### src/sv/pioc_pkg.sv
// types and constants shared by the occupancy idle controller files
package pioc_pkg;

	localparam int unsigned TIME_W   = 32;
	localparam int unsigned CHECK_W  = 16;
	localparam int unsigned IDLE_W   = 20;
	localparam int unsigned RETX_W   = 16;
	localparam int unsigned THR_W    = 8;
	localparam int unsigned COUNT_W  = 8;
	localparam int unsigned CFG_W    = 20;
	localparam int unsigned IDX_W    = 2;
	localparam int unsigned IN_W     = 40;
	localparam int unsigned OUT_W    = 8;

	localparam logic [CHECK_W-1:0] CHECK_RST = 16'd60;
	localparam logic [IDLE_W-1:0]  IDLE_RST  = 20'd600;
	localparam logic [RETX_W-1:0]  RETX_RST  = 16'd120;
	localparam logic [THR_W-1:0]   THR_RST   = 8'd1;
	localparam logic [COUNT_W-1:0] COUNT_MAX = 8'd255;

	typedef enum logic [IDX_W-1:0] {
		REG_CHECK_INTERVAL = 2'd0,
		REG_MAX_IDLE       = 2'd1,
		REG_RETX_INTERVAL  = 2'd2,
		REG_OCC_THRESHOLD  = 2'd3
	} reg_idx_t;

	// result bits, highest first
	typedef struct packed {
		logic send_ir;
		logic ac_off;
		logic room_occupied;
		logic check_done;
		logic motion_level;
		logic motion_event;
	} result_t;

	// bit positions of the result fields in the output tdata
	localparam int unsigned OB_EVENT = 0;
	localparam int unsigned OB_LEVEL = 1;
	localparam int unsigned OB_DONE  = 2;
	localparam int unsigned OB_OCC   = 3;
	localparam int unsigned OB_ACOFF = 4;
	localparam int unsigned OB_SEND  = 5;

endpackage

### src/sv/pir_occupancy_idle_controller.sv
// occupancy idle controller: motion start counting, periodic check, ac-off and ir send
//
// Usage:
//   s_axis carries one sensor sample per transfer: sensor_a, sensor_b and a 32-bit
//   seconds timestamp. m_axis returns exactly one result per sample: motion event,
//   combined level, check flag, occupancy result, held ac-off flag and ir send pulse.
//   Each sample is evaluated against the internal state in the cycle it is accepted
//   and its result sits in the output register from the next cycle. Throughput is
//   one sample per cycle while the receiver takes results; the only loop is the
//   state update done in the accepting cycle, three 32-bit subtract-and-compare
//   operations. When the receiver stalls, the result register holds and
//   s_axis_tready drops until the result is taken; a new sample is taken in the
//   same cycle the held result leaves.
//   Reset loads the register defaults (60, 600, 120, 1) and clears all timestamps,
//   the start count, the previous level and the ac-off flag, so time counts from reset.
//   Registers are written via cfg_we/cfg_index/cfg_wdata, by the user only while idle
//   (the block does not enforce it); values are truncated to each register's width.
module pir_occupancy_idle_controller (
	input  logic                         clk,
	input  logic                         arst_n,
	input  logic                         cfg_we,
	input  logic [pioc_pkg::IDX_W-1:0]   cfg_index,
	input  logic [pioc_pkg::CFG_W-1:0]   cfg_wdata,
	input  logic                         s_axis_tvalid,
	output logic                         s_axis_tready,
	// sensor_a[0], sensor_b[1], now_sec[33:2], zero pad[39:34]
	input  logic [pioc_pkg::IN_W-1:0]    s_axis_tdata,
	output logic                         m_axis_tvalid,
	input  logic                         m_axis_tready,
	// motion_event[0], motion_level[1], check_done[2], room_occupied[3],
	// ac_off[4], send_ir[5], zero pad[7:6]
	output logic [pioc_pkg::OUT_W-1:0]   m_axis_tdata
);

	logic [pioc_pkg::CHECK_W-1:0] check_interval_q;
	logic [pioc_pkg::IDLE_W-1:0]  max_idle_q;
	logic [pioc_pkg::RETX_W-1:0]  retx_interval_q;
	logic [pioc_pkg::THR_W-1:0]   occ_threshold_q;

	logic                          prev_level_q;
	logic [pioc_pkg::COUNT_W-1:0]  start_count_q;
	logic [pioc_pkg::TIME_W-1:0]   last_check_q;
	logic [pioc_pkg::TIME_W-1:0]   last_occ_q;
	logic [pioc_pkg::TIME_W-1:0]   last_send_q;
	logic                          ac_off_q;

	logic                          out_valid_q;
	pioc_pkg::result_t             out_res_q;

	logic                          accept;
	logic                          level;
	logic [pioc_pkg::TIME_W-1:0]   now;
	logic [pioc_pkg::COUNT_W-1:0]  count_inc;
	logic [pioc_pkg::TIME_W-1:0]   since_check;
	logic [pioc_pkg::TIME_W-1:0]   since_occ;
	logic [pioc_pkg::TIME_W-1:0]   since_send;
	logic                          check_due;
	logic                          occ;
	logic                          idle_over;
	logic                          ac_off_nxt;
	logic                          send;
	pioc_pkg::result_t             res;

	assign s_axis_tready = !out_valid_q || m_axis_tready;
	assign accept        = s_axis_tvalid && s_axis_tready;

	assign level = s_axis_tdata[0] | s_axis_tdata[1];
	assign now   = s_axis_tdata[33:2];

	always_comb begin
		count_inc = start_count_q;
		if (level && !prev_level_q && (start_count_q != pioc_pkg::COUNT_MAX)) begin
			count_inc = start_count_q + 8'd1;
		end
		since_check = now - last_check_q;
		since_occ   = now - last_occ_q;
		since_send  = now - last_send_q;
		check_due   = since_check > {16'd0, check_interval_q};
		occ         = check_due && (count_inc > occ_threshold_q);
		// a fresh occupied check restarts idle time at zero, so the flag drops
		idle_over   = !occ && (since_occ > {12'd0, max_idle_q});
		ac_off_nxt  = check_due ? idle_over : ac_off_q;
		send        = check_due && idle_over && (since_send > {16'd0, retx_interval_q});

		res.motion_event  = level ^ prev_level_q;
		res.motion_level  = level;
		res.check_done    = check_due;
		res.room_occupied = occ;
		res.ac_off        = ac_off_nxt;
		res.send_ir       = send;
	end

	always_ff @(posedge clk or negedge arst_n) begin
		if (!arst_n) begin
			check_interval_q <= pioc_pkg::CHECK_RST;
			max_idle_q       <= pioc_pkg::IDLE_RST;
			retx_interval_q  <= pioc_pkg::RETX_RST;
			occ_threshold_q  <= pioc_pkg::THR_RST;
		end else if (cfg_we) begin
			case (pioc_pkg::reg_idx_t'(cfg_index))
				pioc_pkg::REG_CHECK_INTERVAL: check_interval_q <= cfg_wdata[15:0];
				pioc_pkg::REG_MAX_IDLE:       max_idle_q       <= cfg_wdata;
				pioc_pkg::REG_RETX_INTERVAL:  retx_interval_q  <= cfg_wdata[15:0];
				pioc_pkg::REG_OCC_THRESHOLD:  occ_threshold_q  <= cfg_wdata[7:0];
				default: ;
			endcase
		end
	end

	always_ff @(posedge clk or negedge arst_n) begin
		if (!arst_n) begin
			prev_level_q  <= 1'b0;
			start_count_q <= '0;
			last_check_q  <= '0;
			last_occ_q    <= '0;
			last_send_q   <= '0;
			ac_off_q      <= 1'b0;
		end else if (accept) begin
			prev_level_q <= level;
			ac_off_q     <= ac_off_nxt;
			if (check_due) begin
				start_count_q <= '0;
				last_check_q  <= now;
			end else begin
				start_count_q <= count_inc;
			end
			if (occ) begin
				last_occ_q <= now;
			end
			if (send) begin
				last_send_q <= now;
			end
		end
	end

	always_ff @(posedge clk or negedge arst_n) begin
		if (!arst_n) begin
			out_valid_q <= 1'b0;
		end else if (s_axis_tready) begin
			out_valid_q <= s_axis_tvalid;
		end
	end

	always_ff @(posedge clk) begin
		if (accept) begin
			out_res_q <= res;
		end
	end

	assign m_axis_tvalid = out_valid_q;
	assign m_axis_tdata  = {2'b00, out_res_q};

endmodule

### config.mk
export PLATFORM = sky130hd
export DESIGN_NAME = pir_occupancy_idle_controller
export DESIGN_NICKNAME = d
export VERILOG_FILES = /design/src/sv/pioc_pkg.sv /design/src/sv/pir_occupancy_idle_controller.sv
export SDC_FILE = /design/constraint.sdc
export NUM_CORES = 1
export LEC_CHECK = 0
export ABC_AREA = 1
export BUFFER_PORTS_ARGS = -buffer_cell sky130_fd_sc_hd__buf_2
export CAP_MARGIN = 25
export CORE_MARGIN = 1.5
export CORE_UTILIZATION = 64
export CTS_CLUSTER_SIZE = 12
export DETAILED_ROUTE_END_ITERATION = 10
export HOLD_SLACK_MARGIN = 0.03
export PLACE_DENSITY = 0.83
export RECOVER_POWER = 50
export SLEW_MARGIN = 10
export SYNTH_ARGS = -nofsm -noshare
export SYNTH_HDL_FRONTEND = slang
export SYNTH_SLANG_ARGS = --single-unit
### constraint.sdc
create_clock -name clk -period 4.15 [get_ports clk]
set_clock_uncertainty 0.2 [all_clocks]
set_input_delay 0.415 -clock clk [delete_from_list [all_inputs] [get_ports clk]]
set_output_delay 0.415 -clock clk [all_outputs]
set_load 0.02 [all_outputs]
==> results.ini, run 1 <==
[run_status]
violations=max-capacitance violations, max-slew violations, negative setup slack
status=complete, but fails checks

[clocking]
clk_pin_slew_ns=0.08
cts-htree-levels=4
cts_tree=built
clock_latency_ns=0.44
cts.sinks=173
cts_root_buffer=clkbuf_16
clockBufferDepth=2
cts_buffers=17

[synthesis]
yosysUniqueCellTypes=48
ys_warn_count=0
synthArstFlopShare_pct=96.5
yosys_register_bits=173
syn_avg_cell_area_um2=6.41
netlist_area_um2=15500
ys.flop_type=dfrtp_1
synth_edf_count=6
synthCells=2417
seq_area_frac_synth_pct=28.3

[place]
placedInstanceArea_um2=17300
dp_cells=2928
io_buffers=68
hpwl_mm=36.1
routabilityCongestion=0.993

[global_route]
antenna_found_initial=1
grt-ovfl-total=0
grt_start_max_net_pins=97
grt_pass1_vias=15200
grt_pass1_wl_mm=72.7
track_usage_pct=37.4

[floorplan]
fp.coreArea_um2=23600
ioPinCount=77
die_w_um=159
die_area_um2=25100
dieHeight_um=159
initial_core_util_pct=65.6
rows=56

[power]
p_int_mw=5.42
power_frac_seq_pct=22.8
total_leakage_power_nw=10.6
p_switching_mw=4.58
pwr-share-comb_pct=60.3
powerDensity_nw_per_um2=538
clock_power_share_pct=16.9
swShare_pct=45.8
ir_drop_v=0.000452

[drt]
first_pass_iters=9
wl_per_cell_um=16.3
drtAntennaViolNets=0
vias_per_cell=5.52
wirelength_mm=48.8
drt_iter0_drc=1572
drc=0
vias=16500

[worst_setup_path]
max_stage_delay_ns=0.42
worstPathMaxFanout=6
endpoint_kind=flop
worstSetupPathType=reg -> reg
cp-start-kind=flop
cp.arrival_ns=4.33
critPathMostFrequentCell=nand2_1
path_cells=ha_1, nand3_1, nor3_2, nand3_1, nand2_1, nor2_2, nand3_1, nor2_1, nand2_1, xor2_1, inv_1, ha_1, nand2_1, nor2_2, nand2_1, a32oi_4, inv_2, nor2_4, nand2_4, clkbuf_16, nand2_1, o21ai_1
required_ns=4.27
cp_slowest_cell=dfrtp_1

[final_layout]
drive_gt1_share_pct=14.6
nets=2877
syn_to_final_growth_pct=20.1
layout_commonest_cell=nand2_1
layout.cells.non_filler=2984
fin_util_pct=78.7
n_antenna_cell=0
stdcell_area_um2=18600
layout_common_cells=nand2_1, inv_1, buf_4

[sta]
fin_setup_tns_ns=-0.0667
setup_violations=1
fin_ws_ns=-0.0667
relSlewSlack_pct=-61.4
rsz0062_at_grt=yes
final.min_clock_period_ns=4.22
max_clock_freq_mhz=237
min_period_over_period_pct=102
hold_viol=0
worst_slew_pin_slew_ns=2.42
drv_slew=96

[job]
drv_cap=1

[hold_path]
min_path_type=in -> reg

cells in the mapped netlist (11+ instances only):
master | instances | area share, %
nor3_1 | 26 | 0.84
o21ai_1 | 59 | 1.9
dfstp_2 | 13 | 2.2
nand2_1 | 831 | 20
inv_1 | 484 | 12
o21bai_1 | 15 | 0.73
a21oi_1 | 104 | 3.4
o21ai_0 | 91 | 2.9
xor2_1 | 48 | 2.7
nand3_1 | 129 | 4.2
nand3b_1 | 11 | 0.53
dfrtp_1 | 154 | 25
nand4_1 | 27 | 1.1
nor2_1 | 158 | 3.8
clkbuf_1 | 12 | 0.29
ha_1 | 155 | 13
state kept, by name, indices dropped and copies added (netlist names):
register          flops
check_interval_q     16
prev_level_q          1
retx_interval_q      16
ac_off_q              1
last_occ_q           32
last_check_q         32
m_axis_tdata          6
start_count_q         8
last_send_q          32
max_idle_q           20
occ_threshold_q       8
m_axis_tvalid         1
power by group through the flow:
stage | combinational, mW | clock, mW | sequential, mW
detailed placement | 5.51 | 0 | 2.28
global placement | 5.31 | 0 | 2.26
finish | 6.03 | 1.69 | 2.27
global route | 6.66 | 1.78 | 2.31
CTS | 5.60 | 1.70 | 2.25
floorplan | 3.66 | 0 | 2.23
what timing repair did:
| item | in CTS | in global routing |
|---|---|---|
| cloned | 1 | 11 |
| hold endpoints to repair | 95 | 0 |
| gates resized for setup | 4 | 88 |
| setup endpoints to repair | 33 | 99 |
| setup buffers | 1 | 6 |
| pin swaps | 2 | 24 |
| hold buffers | 5 | 0 |
worst max-delay path, delay by kind of cell, from the launching register on:
kind | cells | cell delay (ns)
buffers and inverters | 3 | 0.45
and+or+nand+nor | 14 | 1.89
DFF | 1 | 0.42
AOI/OAI and AO/OA | 2 | 0.38
adders and majority gates | 2 | 0.53
xor gates and xnor gates | 1 | 0.22
layer usage:
layer | track usage [%] | vias up | part of all wire (%)
li1 | - | 7993 | -
met1 | 48.1 | 7552 | 40
met2 | 61.4 | 746 | 47
met3 | 6.45 | 174 | 8.8
met4 | 17.0 | 0 | 4.6
met5 | 0 | - | 0
layout make-up:
| class | count | area, µm² |
|---|---|---|
| clock inverter | 12 | 150 |
| timing repair buffer | 251 | 1970 |
| fill | 1790 | 5020 |
| tap | 319 | 399 |
| sequential | 173 | 4380 |
| clock buffer | 20 | 447 |
| inverter | 489 | 1840 |
| multi-input combinational | 1720 | 9410 |
stage by stage:
step	hold slack, ns	total power, mW	setup slack [ns]
after floorplan	-0.0806	5.90	0.531
after global placement	0.254	7.58	-0.259
after detailed placement	0.260	7.79	-0.440
after CTS	0.0552	9.55	0.00248
after global routing	0.0599	10.8	-0.228
final	0.0571	9.99	-0.0667
worst paths after layout:
| check | cells past startpoint | slack (ns) | to | start |
|---|---|---|---|---|
| worst max-delay path | 22 | -0.07 | last_occ_q[5]$_DFFE_PN0P_ | start_count_q[0]$_DFFE_PN0P_ |
| worst min-delay path | 4 | 0.06 | m_axis_tvalid$_DFFE_PN0N_ | m_axis_tready |
| worst max register to register | 22 | -0.07 | last_occ_q[5]$_DFFE_PN0P_ | start_count_q[0]$_DFFE_PN0P_ |
| max in group asynchronous | 2 | 1.26 | last_send_q[23]$_DFFE_PN0P_ | arst_n |
| min in group asynchronous | 2 | 1.05 | max_idle_q[5]$_DFFE_PN0P_ | arst_n |
| worst min register to register | 2 | 0.27 | last_send_q[9]$_DFFE_PN0P_ | last_send_q[9]$_DFFE_PN0P_ |
cell families after synthesis:
logic type               synth area share [%]
multiplexers                           0.0727
buffers and inverters                    13.5
other                                  0.0242
AND/OR/NAND/NOR                          32.2
adder cells (fa/ha/maj)                  12.9
flip-flops                               28.3
AO/OA/AOI/OAI                            9.87
XOR/XNOR                                 3.17
Power figures use the tool's default switching activity.
==> inputs of run 2 (changes only) <==
Settings changed: CORE_UTILIZATION 64 to 65, CTS_BUF_LIST from default to sky130_fd_sc_hd__clkbuf_8, MAX_ROUTING_LAYER from default to met4, PLACE_DENSITY 0.83 to 0.84.
==> run 2 against run 1 <==
Effect of this change:
- the run still ends with max-capacitance violations, max-slew violations, negative setup slack left
- sequential power about the same
- sequential cell count unchanged
- setup slack worse by 0.0098 ns
- clock-buffer cell count down 3
- via count up 1.0%
- maximum frequency down 0.23%
- critical endpoint is now last_check_q[16]$_DFFE_PN0P_
- critical path depth up 3
- register-to-register slack about the same
==> results.ini, run 2 (synthesis gave the netlist of run 1 again) <==
[run_status]
status=complete, but fails checks  ; unchanged
violations=max-capacitance violations, max-slew violations, negative setup slack  ; unchanged

[power]
p_int_mw=5.01  ; was 5.42 mW
pwr-share-comb_pct=63.7  ; was 60.3%
powerDensity_nw_per_um2=516  ; was 538 nW/µm²
total_leakage_power_nw=10.5  ; was 10.6 nW
swShare_pct=47.6  ; was 45.8%
power_frac_seq_pct=23.8  ; was 22.8%
p_switching_mw=4.55  ; was 4.58 mW
total_power_mw=9.56  ; was 9.99 mW
ir_drop_v=0.000480  ; was 0.000452 V
clock_power_share_pct=12.5  ; was 16.9%

[place]
placedInstanceArea_um2=17300  ; about the same
hpwl_mm=37.0  ; was 36.1 mm
routabilityCongestion=1.10  ; was 0.993
io_buffers=68  ; unchanged
dp_cells=2931  ; was 2928
dpl_worst_slack_ns=-0.377  ; was -0.440 ns

[global_route]
antenna_found_initial=0  ; was 1
grt_pass1_wl_mm=73.8  ; was 72.7 mm
track_usage_pct=39.7  ; was 37.4%
grt_start_max_net_pins=88  ; was 97
grt-ovfl-total=0  ; unchanged
grt_pass1_vias=15300  ; was 15200

[final_layout]
stdcell_area_um2=18500  ; was 18600 µm²
drive_gt1_share_pct=15.2  ; was 14.6%
syn_to_final_growth_pct=19.6  ; was 20.1%
layout_commonest_cell=nand2_1  ; unchanged
nets=2887  ; was 2877
n_antenna_cell=0  ; unchanged
reg_top3=last_check_q x32, last_occ_q x32, last_send_q x32  ; unchanged
layout_common_cells=nand2_1, inv_1, buf_4  ; unchanged
layout.cells.non_filler=2993  ; was 2984
fin_util_pct=79.1  ; was 78.7%
nFillCells=1776  ; was 1790

[hold_path]
hold_end=prev_level_q$_DFFE_PN0P_  ; was m_axis_tvalid$_DFFE_PN0N_
min_from=s_axis_tdata[1]  ; was m_axis_tready
whs_path_depth=4  ; unchanged
min_path_type=in -> reg  ; unchanged

[worst_setup_path]
worstPathMaxFanout=12  ; was 6
r2r_end=last_check_q[16]$_DFFE_PN0P_  ; was last_occ_q[5]$_DFFE_PN0P_
required_ns=4.33  ; was 4.27 ns
reg2reg_from=last_check_q[0]$_DFFE_PN0P_  ; was start_count_q[0]$_DFFE_PN0P_
critPathMostFrequentCell=nand2_2  ; was nand2_1
endpoint_kind=flop  ; unchanged
rrSetupSlack_ns=-0.08  ; was -0.07 ns
cp_slowest_cell=dfrtp_1  ; unchanged
worstSetupPathType=reg -> reg  ; unchanged
path_delay_family=simple AND/OR/NAND/NOR gates  ; unchanged
ff2ff_path_depth=25  ; was 22
cp-start-kind=flop  ; unchanged
critPathBufInv=4  ; was 3
cp.arrival_ns=4.41  ; was 4.33 ns
max_stage_delay_ns=0.36  ; was 0.42 ns

[sta]
drv_slew=88  ; was 96
final.min_clock_period_ns=4.23  ; was 4.22 ns
worst_slew_pin_slew_ns=2.18  ; was 2.42 ns
hold_viol=0  ; unchanged
fin_setup_tns_ns=-0.114  ; was -0.0667 ns
relSlewSlack_pct=-45.3  ; was -61.4%
rsz0062_at_grt=yes  ; unchanged
max_clock_freq_mhz=237  ; about the same
hold_slack_ns=0.0627  ; was 0.0571 ns
setup_violations=4  ; was 1
fin_ws_ns=-0.0766  ; was -0.0667 ns
min_period_over_period_pct=102  ; about the same

[drt]
drt_iter0_drc=1639  ; was 1572
drtAntennaViolNets=0  ; unchanged
first_pass_iters=6  ; was 9
vias=16600  ; was 16500
drc=0  ; unchanged
wirelength_mm=50.3  ; was 48.8 mm
wl_per_cell_um=16.8  ; was 16.3 µm
vias_per_cell=5.56  ; was 5.52

[job]
drv_cap=1  ; unchanged

[clocking]
clockBufferDepth=2  ; unchanged
cts_buffers=17  ; unchanged
clock_latency_ns=0.49  ; was 0.44 ns
cts_tree=built  ; unchanged
cts-htree-levels=4  ; unchanged
cts_root_buffer=clkbuf_8  ; was clkbuf_16
cts.sinks=173  ; unchanged
clk_pin_slew_ns=0.11  ; was 0.08 ns

[floorplan]
die_area_um2=24800  ; was 25100 µm²
rows=56  ; unchanged
fp.coreArea_um2=23400  ; was 23600 µm²
die_w_um=157  ; was 159 µm
dieHeight_um=157  ; was 159 µm
initial_core_util_pct=66.2  ; was 65.6%
ioPinCount=77  ; unchanged

## run 2: worst max path at each step
stage                                start                      endpoint  slack [ns]  cells after the start
2_1_floorplan              s_axis_tdata[2]     last_occ_q[1]$_DFFE_PN0P_        0.53                     26
3_3_place_gp               s_axis_tdata[2]   last_send_q[27]$_DFFE_PN0P_       -0.24                     26
3_5_place_dp               s_axis_tdata[2]    last_send_q[3]$_DFFE_PN0P_       -0.38                     29
4_1_cts        last_check_q[6]$_DFFE_PN0P_  last_check_q[20]$_DFFE_PN0P_        0.01                     23
5_1_grt        last_check_q[3]$_DFFE_PN0P_    last_occ_q[23]$_DFFE_PN0P_       -0.20                     26
6_report       last_check_q[0]$_DFFE_PN0P_  last_check_q[16]$_DFFE_PN0P_       -0.08                     25
## run 2: metal layers
metal  global-route usage, %  vias up  wire (µm)  part of all wire [%]
met1                    49.6     7740      20100                    40
met5                       -        -          0                     0
met4                    16.1        0       2330                   4.6
li1                        -     8001          -                     -
met3                    5.37      177       3950                   7.9
met2                    64.9      712      23900                    48
## run 2: what timing repair did
| action | CTS | global route |
|---|---|---|
| gates resized for setup | 1 | 111 |
| hold buffers | 8 | 0 |
| pin swaps | 0 | 19 |
| setup buffers | 0 | 11 |
| endpoints found under the hold margin | 88 | 0 |
| gates cloned | 1 | 11 |
| endpoints found under the setup margin | 33 | 104 |
## run 2: area by class of cell
type                       instances  area [µm²]  area share [%]
clock buffer                      17         234            1.26
tap                              319         399            2.16
timing repair buffer             262        2050            11.1
clock inverter                    14         135           0.730
multi-input combinational       1719        9490            51.2
inverter                         489        1840            9.91
sequential                       173        4380            23.6
## run 2: worst reg2reg max path, delay by kind of cell, from the launching register on
kind / cells / cell delay (ns)
and+or+nand+nor: 16 / 1.93
adders and majority gates: 3 / 0.82
DFF: 1 / 0.36
xor gates and xnor gates: 1 / 0.16
AOI/OAI and AO/OA: 1 / 0.12
buffers and inverters: 4 / 0.53
## run 2: power groups by stage
stage / combinational [mW] / clock (mW) / sequential (mW)
2_1_floorplan: 3.66 / 0 / 2.23
3_3_place_gp: 5.36 / 0 / 2.26
3_5_place_dp: 5.56 / 0 / 2.28
4_1_cts: 5.62 / 1.20 / 2.25
5_1_grt: 6.73 / 1.26 / 2.31
6_report: 6.09 / 1.19 / 2.27
==> inputs of run 3 (changes only) <==
Settings changed: RECOVER_POWER 50 to 100.
==> run 3 against run 2 <==
Effect of this change:
- the run still ends with max-capacitance violations, max-slew violations, negative setup slack left
- non-clock buffer count is the same
- final area barely moved
- global-route usage did not move
- critical endpoint unchanged
- sequential share of layout area is essentially flat
- clock-buffer cell count unchanged
==> results.ini, run 3 (synthesis gave the netlist of run 1 again) <==
[run_status]
status=complete, but fails checks  ; unchanged
violations=max-capacitance violations, max-slew violations, negative setup slack  ; unchanged

[floorplan]
die_w_um=157  ; unchanged
die_area_um2=24800  ; unchanged
fp.coreArea_um2=23400  ; unchanged
ioPinCount=77  ; unchanged
dieHeight_um=157  ; unchanged
rows=56  ; unchanged
initial_core_util_pct=66.2  ; unchanged

[sta]
relSlewSlack_pct=-45.2  ; was -45.3%
drv_slew=88  ; unchanged
max_clock_freq_mhz=237  ; about the same
final.min_clock_period_ns=4.23  ; about the same
min_period_over_period_pct=102  ; about the same
rsz0062_at_grt=yes  ; unchanged
fin_ws_ns=-0.0758  ; was -0.0766 ns
hold_viol=0  ; unchanged
hold_slack_ns=0.0653  ; was 0.0627 ns
worst_slew_pin_slew_ns=2.18  ; about the same
setup_violations=4  ; unchanged

[clocking]
cts.sinks=173  ; unchanged
cts_tree=built  ; unchanged
cts_root_buffer=clkbuf_8  ; unchanged
clock_latency_ns=0.49  ; about the same
clockBufferDepth=2  ; unchanged
clk_pin_slew_ns=0.11  ; about the same
cts_buffers=17  ; unchanged
cts-htree-levels=4  ; unchanged

[drt]
first_pass_iters=6  ; unchanged
vias=16700  ; was 16600
drc=0  ; unchanged
wl_per_cell_um=16.8  ; about the same
vias_per_cell=5.56  ; about the same
wirelength_mm=50.3  ; about the same
drtAntennaViolNets=0  ; unchanged
drt_iter0_drc=1631  ; was 1639

[power]
powerDensity_nw_per_um2=516  ; about the same
total_leakage_power_nw=10.5  ; about the same
ir_drop_v=0.000482  ; was 0.000480 V

[worst_setup_path]
rrSetupSlack_ns=-0.08  ; about the same
critPathBufInv=4  ; unchanged
r2r_end=last_check_q[16]$_DFFE_PN0P_  ; unchanged
cp.arrival_ns=4.40  ; was 4.41 ns
ff2ff_path_depth=25  ; unchanged
required_ns=4.33  ; about the same
cp_slowest_cell=dfrtp_1  ; unchanged
reg2reg_from=last_check_q[0]$_DFFE_PN0P_  ; unchanged
endpoint_kind=flop  ; unchanged
path_delay_family=simple AND/OR/NAND/NOR gates  ; unchanged
max_stage_delay_ns=0.36  ; about the same
worstPathMaxFanout=12  ; unchanged
worstSetupPathType=reg -> reg  ; unchanged
critPathMostFrequentCell=nand2_2  ; unchanged
cp-start-kind=flop  ; unchanged

[hold_path]
hold_end=prev_level_q$_DFFE_PN0P_  ; unchanged
whs_path_depth=4  ; unchanged
min_path_type=in -> reg  ; unchanged
min_from=s_axis_tdata[1]  ; unchanged

[final_layout]
reg_top3=last_check_q x32, last_occ_q x32, last_send_q x32  ; unchanged
syn_to_final_growth_pct=19.6  ; about the same
layout_common_cells=nand2_1, inv_1, buf_4  ; unchanged
nets=2887  ; unchanged
drive_gt1_share_pct=15.1  ; was 15.2%
nFillCells=1777  ; was 1776
seq_area_um2=4380  ; unchanged
fin_util_pct=79.1  ; about the same
n_antenna_cell=0  ; unchanged
multi_input_area_um2=9490  ; unchanged
layout_commonest_cell=nand2_1  ; unchanged

[global_route]
track_usage_pct=39.7  ; unchanged
grt_pass1_wl_mm=73.8  ; unchanged
antenna_found_initial=0  ; unchanged
grt-ovfl-total=0  ; unchanged
grt_start_max_net_pins=88  ; unchanged
grt_pass1_vias=15300  ; unchanged

[place]
routabilityCongestion=1.10  ; unchanged
io_buffers=68  ; unchanged
hpwl_mm=37.0  ; unchanged

[job]
drv_cap=1  ; unchanged

## run 3: changes by cell type in the layout (fill, tap and decap cells not counted), sizes merged
cell,change
buf,-1
clkbuf,+1
## run 3: layer usage
| metal | track usage (%) | vias to the layer above | part of all wire (%) |
|---|---|---|---|
| met4 | 16.1 | 0 | 4.7 |
| met2 | 64.9 | 716 | 48 |
| li1 | - | 8003 | - |
| met1 | 49.6 | 7752 | 40 |
| met3 | 5.37 | 183 | 7.8 |
| met5 | - | - | 0 |
## run 3: how the worst max path moves through the flow
stage | startpoint | to | cells after the start
global route | last_check_q[3]$_DFFE_PN0P_ | last_occ_q[23]$_DFFE_PN0P_ | 26
finish | last_check_q[0]$_DFFE_PN0P_ | last_check_q[16]$_DFFE_PN0P_ | 25
detailed placement | s_axis_tdata[2] | last_send_q[3]$_DFFE_PN0P_ | 29
global placement | s_axis_tdata[2] | last_send_q[27]$_DFFE_PN0P_ | 26
CTS | last_check_q[6]$_DFFE_PN0P_ | last_check_q[20]$_DFFE_PN0P_ | 23
floorplan | s_axis_tdata[2] | last_occ_q[1]$_DFFE_PN0P_ | 26
## run 3: area by class of cell
| class | count | area share, % |
|---|---|---|
| Sequential cell | 173 | 23.6 |
| Clock inverter | 14 | 0.730 |
| Inverter | 489 | 9.91 |
| Timing Repair Buffer | 262 | 11.1 |
| Clock buffer | 17 | 1.26 |
| Multi-Input combinational cell | 1719 | 51.2 |
| Tap cell | 319 | 2.16 |
## run 3: worst min-delay path, delay by kind of cell
family / cells / cell delay [ns]
AO/OA/AOI/OAI: 1 / 0.07
buffers and inverters: 1 / 0.07
AND/OR/NAND/NOR: 2 / 0.17
## run 3: timing repair
| action | CTS | global route |
|---|---|---|
| pin swaps | 0 | 19 |
| gates resized for setup | 1 | 111 |
| setup buffers | 0 | 11 |
| gates cloned | 1 | 11 |
| endpoints found under the setup margin | 33 | 104 |
| hold buffers | 8 | 0 |
| endpoints found under the hold margin | 88 | 0 |
## run 3: stage by stage
stage                     setup slack (ns)  setup TNS, ns  area, µm²  power, mW  instances
after floorplan                      0.531              0      15500       5.90       2418
after CTS                           0.0128              0      17700       9.07       2971
after detailed placement            -0.377         -26.32      17300       7.84       2931
final                              -0.0758         -0.111      18500       9.56       2993
after global placement              -0.239         -17.53      17300       7.62       2930
after global routing                -0.202         -13.71      18500       10.3       2993
## run 3: power by group
part	internal, mW	leakage [nW]	switching (mW)
Sequential	2.06	2.10	0.214
Combinational	2.47	8.21	3.62
Clock	0.482	0.175	0.710
